$ cat src/assert_macros.svh
// Assertion macros shared by the framer modules.
`ifndef ASSERT_MACROS_SVH
`define ASSERT_MACROS_SVH
`ifndef ASSERT_OFF
`define ASSERT_RST(lbl, clk, rst, prop, msg) \
  lbl: assert property (@(posedge clk) disable iff (rst) prop) else $error(msg);
`define ASSERT_ALWAYS(lbl, clk, prop, msg) \
  lbl: assert property (@(posedge clk) prop) else $error(msg);
`else
`define ASSERT_RST(lbl, clk, rst, prop, msg)
`define ASSERT_ALWAYS(lbl, clk, prop, msg)
`endif
`endif

$ cat src/mbrf_pkg.sv
// Package with types, constants and CRC function of the request framer.
`timescale 1ns / 1ps
package mbrf_pkg;
  localparam int BYTE_W = 8;
  localparam int KIND_W = 2;
  localparam int ADDR_W = 16;
  localparam int QTY_W = 11;
  localparam int DATA_W = 16;
  localparam int CRC_W = 16;
  localparam int ENTRY_BYTES = 7;
  localparam int NBYTES_W = 3;
  localparam int MAX_QUANTITY_DEF = 2040;
  localparam int QUEUE_DEPTH_DEF = 2;

  localparam logic [BYTE_W-1:0] SLAVE_ADDRESS_RST = 8'h36;
  localparam logic [CRC_W-1:0] CRC_INIT = 16'hFFFF;
  localparam logic [CRC_W-1:0] CRC_POLY = 16'hA001;

  localparam logic [BYTE_W-1:0] FC_READ_INPUTS = 8'h02;
  localparam logic [BYTE_W-1:0] FC_READ_REGS = 8'h04;
  localparam logic [BYTE_W-1:0] FC_WRITE_COILS = 8'h0F;
  localparam logic [BYTE_W-1:0] FC_WRITE_REGS = 8'h10;

  typedef enum logic {
    OP_HEADER = 1'b0,
    OP_DATA   = 1'b1
  } op_t;

  typedef enum logic [KIND_W-1:0] {
    KIND_READ_INPUTS = 2'd0,
    KIND_READ_REGS   = 2'd1,
    KIND_WRITE_COILS = 2'd2,
    KIND_WRITE_REGS  = 2'd3
  } kind_t;

  typedef struct packed {
    logic [ENTRY_BYTES-1:0][BYTE_W-1:0] bytes;
    logic [NBYTES_W-1:0]                nbytes;
    logic                               add_crc;
    logic                               fresh;
  } entry_t;

  typedef struct packed {
    logic   push;
    entry_t entry;
  } push_t;

  function automatic logic [BYTE_W-1:0] func_code(input kind_t kind);
    logic [BYTE_W-1:0] fc;
    case (kind)
      KIND_READ_INPUTS: fc = FC_READ_INPUTS;
      KIND_READ_REGS:   fc = FC_READ_REGS;
      KIND_WRITE_COILS: fc = FC_WRITE_COILS;
      KIND_WRITE_REGS:  fc = FC_WRITE_REGS;
      default:          fc = FC_READ_INPUTS;
    endcase
    return fc;
  endfunction

  function automatic logic [CRC_W-1:0] crc_update(input logic [CRC_W-1:0] crc,
                                                  input logic [BYTE_W-1:0] b);
    logic [CRC_W-1:0] c;
    c = crc ^ {{(CRC_W-BYTE_W){1'b0}}, b};
    for (int k = 0; k < BYTE_W; k++) begin
      if (c[0]) begin
        c = (c >> 1) ^ CRC_POLY;
      end else begin
        c = c >> 1;
      end
    end
    return c;
  endfunction
endpackage

$ cat src/mbrf_req_if.sv
// Request channel carrying header and write data words.
`timescale 1ns / 1ps
interface mbrf_req_if;
  import mbrf_pkg::*;
  logic              valid;
  logic              ready;
  logic              op;
  logic [KIND_W-1:0] request_kind;
  logic [ADDR_W-1:0] start_address;
  logic [QTY_W-1:0]  quantity;
  logic [DATA_W-1:0] data_value;
  modport source (output valid, op, request_kind, start_address, quantity, data_value,
                  input ready);
  modport sink (input valid, op, request_kind, start_address, quantity, data_value,
                output ready);
endinterface

$ cat src/mbrf_byte_if.sv
// Frame byte channel.
`timescale 1ns / 1ps
interface mbrf_byte_if;
  import mbrf_pkg::*;
  logic              valid;
  logic              ready;
  logic [BYTE_W-1:0] frame_byte;
  logic              last_byte;
  modport source (output valid, frame_byte, last_byte, input ready);
  modport sink (input valid, frame_byte, last_byte, output ready);
endinterface

$ cat src/mbrf_cfg_if.sv
// Configuration write channel for the slave address register.
`timescale 1ns / 1ps
interface mbrf_cfg_if;
  import mbrf_pkg::*;
  logic              valid;
  logic              ready;
  logic [BYTE_W-1:0] data;
  modport source (output valid, data, input ready);
  modport sink (input valid, data, output ready);
endinterface

$ cat src/mbrf_front.sv
// Front end: accepts request words, tracks the open frame and queues byte groups.
`timescale 1ns / 1ps
module mbrf_front #(
  parameter int MAX_QUANTITY = mbrf_pkg::MAX_QUANTITY_DEF
) (
  input  logic            clk,
  input  logic            rst,
  mbrf_req_if.sink        req,
  mbrf_cfg_if.sink        cfg,
  input  logic            queue_full,
  output mbrf_pkg::push_t push
);
  import mbrf_pkg::*;

  logic [BYTE_W-1:0] slave_address;
  logic              frame_open, frame_open_next;
  kind_t             frame_kind, frame_kind_next;
  logic [QTY_W-1:0]  elements_left, elements_left_next;
  logic [BYTE_W-1:0] coil_byte, coil_byte_next;
  logic [2:0]        coil_pos, coil_pos_next;

  kind_t             kind;
  logic [QTY_W-1:0]  qty;
  logic [QTY_W:0]    coil_sum;
  logic [BYTE_W-1:0] payload_len;
  logic [QTY_W-1:0]  left_dec;
  logic [BYTE_W-1:0] coil_merged;
  logic [2:0]        pos_inc;
  logic              is_write;

  assign req.ready = !queue_full;
  assign cfg.ready = 1'b1;

  assign kind = kind_t'(req.request_kind);
  assign qty = (req.quantity > QTY_W'(MAX_QUANTITY)) ? QTY_W'(MAX_QUANTITY) : req.quantity;
  assign coil_sum = {1'b0, qty} + (QTY_W+1)'(7);
  assign payload_len = (kind == KIND_WRITE_COILS) ? coil_sum[BYTE_W+2:3] : {qty[6:0], 1'b0};
  assign is_write = (kind == KIND_WRITE_COILS) || (kind == KIND_WRITE_REGS);
  assign left_dec = elements_left - QTY_W'(1);
  assign coil_merged = coil_byte | ((req.data_value != '0) ? (BYTE_W'(1) << coil_pos) : '0);
  assign pos_inc = coil_pos + 3'd1;

  always_comb begin
    push = '0;
    frame_open_next = frame_open;
    frame_kind_next = frame_kind;
    elements_left_next = elements_left;
    coil_byte_next = coil_byte;
    coil_pos_next = coil_pos;
    if (req.valid && req.ready) begin
      if (op_t'(req.op) == OP_HEADER) begin
        push.push = 1'b1;
        push.entry.fresh = 1'b1;
        push.entry.bytes[0] = slave_address;
        push.entry.bytes[1] = func_code(kind);
        push.entry.bytes[2] = req.start_address[15:8];
        push.entry.bytes[3] = req.start_address[7:0];
        push.entry.bytes[4] = {5'd0, qty[10:8]};
        push.entry.bytes[5] = qty[7:0];
        push.entry.bytes[6] = payload_len;
        push.entry.nbytes = is_write ? NBYTES_W'(7) : NBYTES_W'(6);
        push.entry.add_crc = !is_write || (qty == '0);
        frame_kind_next = kind;
        frame_open_next = is_write && (qty != '0);
        elements_left_next = (is_write && (qty != '0)) ? qty : '0;
        coil_byte_next = '0;
        coil_pos_next = '0;
      end else if (frame_open && (elements_left != '0)) begin
        elements_left_next = left_dec;
        push.entry.add_crc = (left_dec == '0);
        if (frame_kind == KIND_WRITE_COILS) begin
          if ((pos_inc == 3'd0) || (left_dec == '0)) begin
            push.entry.bytes[0] = coil_merged;
            push.entry.nbytes = NBYTES_W'(1);
            coil_byte_next = '0;
            coil_pos_next = '0;
          end else begin
            coil_byte_next = coil_merged;
            coil_pos_next = pos_inc;
          end
        end else begin
          push.entry.bytes[0] = req.data_value[15:8];
          push.entry.bytes[1] = req.data_value[7:0];
          push.entry.nbytes = NBYTES_W'(2);
        end
        push.push = (push.entry.nbytes != '0) || push.entry.add_crc;
        if (left_dec == '0) begin
          frame_open_next = 1'b0;
          coil_byte_next = '0;
          coil_pos_next = '0;
        end
      end
    end
  end

  always_ff @(posedge clk) begin
    if (rst) begin
      slave_address <= SLAVE_ADDRESS_RST;
      frame_open <= 1'b0;
      frame_kind <= KIND_READ_INPUTS;
      elements_left <= '0;
      coil_byte <= '0;
      coil_pos <= '0;
    end else begin
      if (cfg.valid && cfg.ready) begin
        slave_address <= cfg.data;
      end
      frame_open <= frame_open_next;
      frame_kind <= frame_kind_next;
      elements_left <= elements_left_next;
      coil_byte <= coil_byte_next;
      coil_pos <= coil_pos_next;
    end
  end
endmodule

$ cat src/mbrf_queue.sv
// Short queue of byte groups between the front and back ends.
`timescale 1ns / 1ps
`include "assert_macros.svh"
module mbrf_queue #(
  parameter int QUEUE_DEPTH = mbrf_pkg::QUEUE_DEPTH_DEF
) (
  input  logic             clk,
  input  logic             rst,
  input  mbrf_pkg::push_t  push,
  output logic             full,
  output logic             head_valid,
  output mbrf_pkg::entry_t head,
  input  logic             pop
);
  import mbrf_pkg::*;

  localparam int PTR_W = $clog2(QUEUE_DEPTH);
  localparam int CNT_W = $clog2(QUEUE_DEPTH + 1);

  entry_t           slots [QUEUE_DEPTH];
  logic [PTR_W-1:0] wr_ptr;
  logic [PTR_W-1:0] rd_ptr;
  logic [CNT_W-1:0] count;
  logic             do_push;
  logic             do_pop;

  assign full = (count == CNT_W'(QUEUE_DEPTH));
  assign head_valid = (count != '0);
  assign head = slots[rd_ptr];
  assign do_push = push.push && !full;
  assign do_pop = pop && head_valid;

  always_ff @(posedge clk) begin
    if (do_push) begin
      slots[wr_ptr] <= push.entry;
    end
  end

  always_ff @(posedge clk) begin
    if (rst) begin
      wr_ptr <= '0;
      rd_ptr <= '0;
      count <= '0;
    end else begin
      if (do_push) begin
        wr_ptr <= (wr_ptr == PTR_W'(QUEUE_DEPTH - 1)) ? '0 : wr_ptr + PTR_W'(1);
      end
      if (do_pop) begin
        rd_ptr <= (rd_ptr == PTR_W'(QUEUE_DEPTH - 1)) ? '0 : rd_ptr + PTR_W'(1);
      end
      case ({do_push, do_pop})
        2'b10:   count <= count + CNT_W'(1);
        2'b01:   count <= count - CNT_W'(1);
        default: count <= count;
      endcase
    end
  end

  `ASSERT_RST(a_no_push_when_full, clk, rst, !(push.push && full), "push into full queue")
  `ASSERT_RST(a_count_bound, clk, rst, count <= CNT_W'(QUEUE_DEPTH), "queue count overflow")
endmodule

$ cat src/mbrf_back.sv
// Back end: serializes queued byte groups, runs the CRC and appends it.
`timescale 1ns / 1ps
`include "assert_macros.svh"
module mbrf_back (
  input  logic             clk,
  input  logic             rst,
  input  logic             head_valid,
  input  mbrf_pkg::entry_t head,
  output logic             pop,
  mbrf_byte_if.source      frame
);
  import mbrf_pkg::*;

  typedef enum logic [2:0] {
    ST_DATA   = 3'b001,
    ST_CRC_LO = 3'b010,
    ST_CRC_HI = 3'b100
  } back_state_t;

  back_state_t         state, state_next;
  logic [NBYTES_W-1:0] idx, idx_next;
  logic [CRC_W-1:0]    crc, crc_next;
  logic [CRC_W-1:0]    crc_base;
  logic                advance;
  logic [BYTE_W-1:0]   byte_next;
  logic                last_next;

  assign advance = head_valid && (!frame.valid || frame.ready);
  assign crc_base = (head.fresh && (idx == '0)) ? CRC_INIT : crc;

  always_comb begin
    state_next = state;
    idx_next = idx;
    crc_next = crc;
    byte_next = head.bytes[idx];
    last_next = 1'b0;
    pop = 1'b0;
    if (advance) begin
      case (state)
        ST_DATA: begin
          crc_next = crc_update(crc_base, head.bytes[idx]);
          if (idx == head.nbytes - NBYTES_W'(1)) begin
            idx_next = '0;
            if (head.add_crc) begin
              state_next = ST_CRC_LO;
            end else begin
              pop = 1'b1;
            end
          end else begin
            idx_next = idx + NBYTES_W'(1);
          end
        end
        ST_CRC_LO: begin
          byte_next = crc[7:0];
          state_next = ST_CRC_HI;
        end
        ST_CRC_HI: begin
          byte_next = crc[15:8];
          last_next = 1'b1;
          crc_next = CRC_INIT;
          state_next = ST_DATA;
          pop = 1'b1;
        end
        default: begin
          state_next = ST_DATA;
          idx_next = '0;
        end
      endcase
    end
  end

  always_ff @(posedge clk) begin
    if (rst) begin
      state <= ST_DATA;
      idx <= '0;
      crc <= CRC_INIT;
      frame.valid <= 1'b0;
    end else begin
      state <= state_next;
      idx <= idx_next;
      crc <= crc_next;
      if (advance) begin
        frame.valid <= 1'b1;
      end else if (frame.ready) begin
        frame.valid <= 1'b0;
      end
    end
  end

  always_ff @(posedge clk) begin
    if (advance) begin
      frame.frame_byte <= byte_next;
      frame.last_byte <= last_next;
    end
  end

  `ASSERT_RST(a_group_not_empty, clk, rst, head_valid |-> (head.nbytes != '0),
              "empty byte group at queue head")
  `ASSERT_RST(a_crc_cleared, clk, rst,
              (advance && (state == ST_CRC_HI)) |=> (crc == CRC_INIT),
              "CRC not reinitialized after frame end")
endmodule

$ cat src/modbus_rtu_request_framer.sv
// Top level of the Modbus RTU request framer.
`timescale 1ns / 1ps
// The req channel takes words: op 0 is a header (request_kind, start_address,
// quantity), op 1 is one write data element in data_value. Data words while
// no write frame is open are dropped. The frame channel returns the frame one
// byte per word, with last_byte set on the high CRC byte. The cfg channel sets
// the slave address; it is always ready and should be written only while idle.
// A header word yields 6 or 7 bytes plus 2 CRC bytes for reads or empty
// writes, a register word 2 bytes, a coil word a byte every eighth word and
// on the last one; the last data word adds the 2 CRC bytes. The back end
// emits one byte per cycle while the receiver is ready, and each byte passes
// the byte group queue and then the output register. The front end takes one
// word per cycle until the byte group queue is full. A stalled receiver holds
// the output register, the back end then stops, and req.ready falls once the
// queue fills. Reset clears the queue, the open frame and the CRC, and sets the slave address to 0x36.
module modbus_rtu_request_framer #(
  parameter int MAX_QUANTITY = mbrf_pkg::MAX_QUANTITY_DEF,
  parameter int QUEUE_DEPTH = mbrf_pkg::QUEUE_DEPTH_DEF
) (
  input logic         clk,
  input logic         rst,
  mbrf_req_if.sink    req,
  mbrf_cfg_if.sink    cfg,
  mbrf_byte_if.source frame
);
  import mbrf_pkg::*;

  push_t  push;
  logic   queue_full;
  logic   head_valid;
  entry_t head;
  logic   pop;

  mbrf_front #(
    .MAX_QUANTITY(MAX_QUANTITY)
  ) u_front (
    .clk       (clk),
    .rst       (rst),
    .req       (req),
    .cfg       (cfg),
    .queue_full(queue_full),
    .push      (push)
  );

  mbrf_queue #(
    .QUEUE_DEPTH(QUEUE_DEPTH)
  ) u_queue (
    .clk       (clk),
    .rst       (rst),
    .push      (push),
    .full      (queue_full),
    .head_valid(head_valid),
    .head      (head),
    .pop       (pop)
  );

  mbrf_back u_back (
    .clk       (clk),
    .rst       (rst),
    .head_valid(head_valid),
    .head      (head),
    .pop       (pop),
    .frame     (frame)
  );
endmodule
$ cat src/flat_wrapper.sv
// flat-port wrapper written by rule: the top's interface ports become plain ports
module modbus_rtu_request_framer_flat import mbrf_pkg::*;
#(
  parameter int MAX_QUANTITY = mbrf_pkg::MAX_QUANTITY_DEF,
  parameter int QUEUE_DEPTH = mbrf_pkg::QUEUE_DEPTH_DEF
)
  (clk, rst, req_valid, req_op, req_request_kind, req_start_address, req_quantity, req_data_value, req_ready, cfg_valid, cfg_data, cfg_ready, frame_valid, frame_frame_byte, frame_last_byte, frame_ready);
  mbrf_req_if req_i ();
  mbrf_cfg_if cfg_i ();
  mbrf_byte_if frame_i ();
  input logic clk;
  input logic rst;
  input wire logic [$bits(req_i.valid)-1:0] req_valid;
  input wire logic [$bits(req_i.op)-1:0] req_op;
  input wire logic [$bits(req_i.request_kind)-1:0] req_request_kind;
  input wire logic [$bits(req_i.start_address)-1:0] req_start_address;
  input wire logic [$bits(req_i.quantity)-1:0] req_quantity;
  input wire logic [$bits(req_i.data_value)-1:0] req_data_value;
  output wire logic [$bits(req_i.ready)-1:0] req_ready;
  input wire logic [$bits(cfg_i.valid)-1:0] cfg_valid;
  input wire logic [$bits(cfg_i.data)-1:0] cfg_data;
  output wire logic [$bits(cfg_i.ready)-1:0] cfg_ready;
  output wire logic [$bits(frame_i.valid)-1:0] frame_valid;
  output wire logic [$bits(frame_i.frame_byte)-1:0] frame_frame_byte;
  output wire logic [$bits(frame_i.last_byte)-1:0] frame_last_byte;
  input wire logic [$bits(frame_i.ready)-1:0] frame_ready;
  assign req_i.valid = req_valid;
  assign req_i.op = req_op;
  assign req_i.request_kind = req_request_kind;
  assign req_i.start_address = req_start_address;
  assign req_i.quantity = req_quantity;
  assign req_i.data_value = req_data_value;
  assign req_ready = req_i.ready;
  assign cfg_i.valid = cfg_valid;
  assign cfg_i.data = cfg_data;
  assign cfg_ready = cfg_i.ready;
  assign frame_valid = frame_i.valid;
  assign frame_frame_byte = frame_i.frame_byte;
  assign frame_last_byte = frame_i.last_byte;
  assign frame_i.ready = frame_ready;
  modbus_rtu_request_framer #(.MAX_QUANTITY(MAX_QUANTITY), .QUEUE_DEPTH(QUEUE_DEPTH)) u_core (.clk(clk), .rst(rst), .req(req_i), .cfg(cfg_i), .frame(frame_i));
endmodule
$ cat config.mk
export PLATFORM = sky130hd
export DESIGN_NAME = modbus_rtu_request_framer_flat
export DESIGN_NICKNAME = d
export VERILOG_FILES = /design/src/mbrf_pkg.sv /design/src/mbrf_req_if.sv /design/src/mbrf_byte_if.sv /design/src/mbrf_cfg_if.sv /design/src/mbrf_front.sv /design/src/mbrf_queue.sv /design/src/mbrf_back.sv /design/src/modbus_rtu_request_framer.sv /design/src/flat_wrapper.sv
export VERILOG_INCLUDE_DIRS = /design/src /design/src/src
export SDC_FILE = /design/constraint.sdc
export NUM_CORES = 1
export LEC_CHECK = 0
export BUFFER_PORTS_ARGS = -buffer_cell sky130_fd_sc_hd__buf_2
export CORE_ASPECT_RATIO = 1.4
export CORE_UTILIZATION = 50
export CTS_BUF_LIST = sky130_fd_sc_hd__clkbuf_4
export CTS_CLUSTER_SIZE = 30
export DETAILED_ROUTE_END_ITERATION = 6
export GPL_ROUTABILITY_DRIVEN = 0
export HOLD_SLACK_MARGIN = 0.12
export PLACE_DENSITY = 0.68
export REMOVE_ABC_BUFFERS = 1
export SLEW_MARGIN = 30
export SYNTH_ARGS = -nofsm -noshare
export SYNTH_HDL_FRONTEND = slang
export SYNTH_SLANG_ARGS = --single-unit
$ cat constraint.sdc
create_clock -name clk -period 9.6 [get_ports clk]
set_input_delay 1.92 -clock clk [delete_from_list [all_inputs] [get_ports clk]]
set_output_delay 1.92 -clock clk [all_outputs]
set_load 0.03 [all_outputs]
==> out/results.ini <==
[status]
status = finished, final reports clean

[power_and_ir_drop]
power.density_nw_per_um2 = 173
p_seq_share_pct = 53.8
vdd_drop_max_mv = 0.0788
total_power_mw = 1.68
power.switching_fraction_pct = 30.6
power_frac_clock_pct = 25.7
combPwrFrac_pct = 20.5
total_switching_power_mw = 0.513
p_int_mw = 1.16
lkg_pwr_nw = 3.46

[place]
count_of_buffers_inserted_at_the_top_level_ports = 69
place_hpwl_um = 14000

[grt]
grt_antenna_before_repair = 1
track_usage_pct = 22.3
wire_length_of_the_first_global_routing_pass_um = 31500
number_of_global_route_vias_before_repair = 6301
grt_max_degree = 63
grt_overflow_total = 0

[sta]
total_count_of_max_transition_violations_in_the_final_report = 0
fin_clk_skew_ns = 0.0158
hold_viol_final = 0
final.setup.tns_ns = 0
grt_setup_unrepaired = false
timing.final.crit_period_ns = 4.05
report.final.setup_viol = 0
max_clock_freq_ghz = 0.247
worstMarginPinSlew_ns = 0.832
min_period_over_period_pct = 42.2
slew_headroom_pct = 44.4

[cts]
cts_hold_repair.buffers = 0
postCtsResizedCells = 0
cell_at_the_root_of_the_clock_tree = clkbuf_4
cts_max_level = 4
insertion_delay_ns = 0.59
cts-root-to-sink-buffers = 2
clock_edge_transition_at_the_registers_on_the_reported_setup_and_hold_paths_ns = 0.15
clock_sinks = 180
post_cts.repair.setup_buffers = 0
tritoncts_buffer_count = 17
cts_tree = yes

[synthesis]
post_synth_num_cell_types = 75
synth_seq_area_share_pct = 53.3
synth_ff_type = edfxtp_1
number_of_enable_flip_flop_cells_after_synthesis = 119
ys_async_sr_fraction_pct = 0
ys_warn_count = 0
synth_cells = 800
postSynthRegisterBits = 180
syn-cell-area_sq_um = 9000
postSynthAreaPerCell_sq_um = 11.3

[routing]
route.detailed.vias_per_inst = 5.76
ant_nets = 0
route.final.wire_length_um = 19600
detail_route.wl_per_cell_um = 17.8
drcViolationCount = 0
vias = 6342
detail_route.iter0.violations = 399
drt_pass1_iterations = 7

[floorplanning]
floorplan.die_area_sq_um = 18600
fp-row-count = 57
start_util_pct = 51.5
ioPinCount = 71
core-area_sq_um = 17500
die-height_um = 161
chipWidth_um = 115

[setup_path]
worstSetupEndpointType = register
maximum_fanout_encountered_on_the_critical_timing_path = 29
critPathRequiredTime_ns = 9.87
arrival_ns = 4.32
critPathKind = register to register
worst_setup_path_start_kind = register

[cells_and_area]
area_growth_syn_to_layout_pct = 7.76
sequential_cell_area_sq_um = 4800
multiInputGateArea_sq_um = 3850
nNetsFinal = 927
layout.filler_cells = 1498
layout-drive-gt1-share_pct = 16.1

[min_path]
hold_class = register to register

[run]
drv_cap = 0

## cell usage after synthesis, types with 6 or more instances
cell      count  area, sq um
edfxtp_1    119         3570
nor2_1       97          364
dfxtp_1      61         1220
a21oi_1      56          280
nand2_1      55          206
mux2i_1      31          310
and2_1       28          175
xnor2_1      27          236
clkbuf_1     26         97.6
o21ai_0      26          130
o22ai_1      18          113
xor2_1       18          158
ha_1         17          213
nand2b_1     17          106
a22oi_1      16          120
inv_1        16         60.1
a211oi_1     12         90.1
nor3_1       12         60.1
and3_1       11         68.8
mux4_2       10          225
nor2b_1      10         62.6
nand3_1       9         45.0
a32oi_1       8         70.1
clkbuf_8      7         96.3
nor4_1        7         43.8
mux4_1        6          158
## power groups by stage
| stage | combinational (mW) | clock [mW] | sequential [mW] |
|---|---|---|---|
| global placement | 0.332 | 0 | 0.917 |
| global route | 0.375 | 0.476 | 0.907 |
| floorplan | 0.241 | 0 | 0.924 |
| finish | 0.343 | 0.430 | 0.902 |
| CTS | 0.343 | 0.443 | 0.901 |
| detailed placement | 0.342 | 0 | 0.919 |
## cell families (layout without fill, tap and decap cells)
group / Yosys count / after routing / synth area share [%]
and+or+nand+nor: 269 / 269 / 14.6
DFF: 180 / 180 / 53.3
AOI/OAI and AO/OA: 176 / 176 / 12.8
buffers and inverters: 61 / 125 / 4.11
xor gates and xnor gates: 48 / 48 / 5.07
muxes: 48 / 48 / 7.82
adders and majority gates: 17 / 17 / 2.36
other: 1 / 2 / 0.0417
## cell usage in the layout (no fill, tap or decap), drive strengths merged, types with 18 or more instances in the layout
| cell type | Yosys | layout |
|---|---|---|
| xor2 | 18 | 18 |
| edfxtp | 119 | 119 |
| nor2 | 97 | 97 |
| a21oi | 57 | 57 |
| buf | 10 | 75 |
| and2 | 30 | 30 |
| o21ai | 28 | 28 |
| inv | 17 | 24 |
| xnor2 | 28 | 28 |
| dfxtp | 61 | 61 |
| mux2i | 31 | 31 |
| o22ai | 18 | 18 |
| nand2 | 56 | 56 |
## stage by stage
step                setup WS (ns)  cell area (sq um)  hold slack (ns)  util, %  std cells
global route                 5.30               9700            0.528     55.5       1101
CTS                          5.61               9700            0.493     55.5       1100
global placement             5.32               9400            0.461     53.8       1068
floorplan                    4.28               8700            0.439        -        757
detailed placement           5.25               9400            0.471     53.8       1068
finish                       5.55               9700            0.495     55.5       1101
## layer usage
layer  global-route usage [%]  vias to the layer above  share of wire [%]
met5                        0                        -                  0
met3                     3.96                       46                3.5
met4                     9.21                        0                2.6
met2                     39.4                      184                 53
met1                     26.2                     3068                 41
li1                         -                     3044                  -
## final timing paths
| path | startpoint | slack, ns | end | cells after the start |
|---|---|---|---|---|
| worst max-delay path | u_core.u_front.elements_left[1]$_SDFFE_PP0P_ | 5.55 | u_core.u_queue.slots[1][17]$_DFFE_PP_ | 10 |
| worst min-delay path | u_core.u_front.frame_kind[1]$_SDFFE_PP0P_ | 0.49 | u_core.u_front.frame_kind[1]$_SDFFE_PP0P_ | 2 |
| worst max register to register | u_core.u_front.elements_left[1]$_SDFFE_PP0P_ | 5.55 | u_core.u_queue.slots[1][17]$_DFFE_PP_ | 10 |
| worst min register to register | u_core.u_front.frame_kind[1]$_SDFFE_PP0P_ | 0.49 | u_core.u_front.frame_kind[1]$_SDFFE_PP0P_ | 2 |
## worst max-delay path, stage by stage, from the launching register on
cell and delay [ns]:
dfxtp_1 0.38, inv_1 0.11, ha_1 0.23, nor3b_1 0.65
nand4b_1 0.33, xor2_1 0.23, o2111ai_1 0.22, nand2_1 0.15
a21oi_1 0.21, nor2b_4 0.71, buf_4 0.48
## registers in the layout, summed over array words and instances, names as in the netlist, named ones only
| name | flops |
|---|---|
| u_core.u_queue.count | 2 |
| u_core.u_back.frame.last_byte | 1 |
| u_core.u_front.slave_address | 8 |
| u_core.u_back.state | 3 |
| u_core.u_front.coil_byte | 8 |
| u_core.u_front.frame_open | 1 |
| u_core.u_queue.rd_ptr | 1 |
| u_core.u_queue.slots | 110 |
| u_core.u_queue.wr_ptr | 1 |
| u_core.u_front.elements_left | 11 |
| u_core.u_back.frame.valid | 1 |
| u_core.u_back.frame.frame_byte | 8 |
| u_core.u_back.idx | 3 |
| u_core.u_front.frame_kind | 2 |
| u_core.u_front.coil_pos | 3 |
| u_core.u_back.crc | 16 |
## area by class of cell
cell class | instances | share of cell area (%)
inverters | 18 | 0.697
clock inverters | 15 | 1.72
repair buffers | 75 | 4.05
flip-flops and latches | 180 | 49.4
well taps | 236 | 3.04
clock buffers | 17 | 1.32
multi-input cells | 559 | 39.7
diodes | 1 | 0.0258
Note: power is estimated with default switching activity, not from simulation.
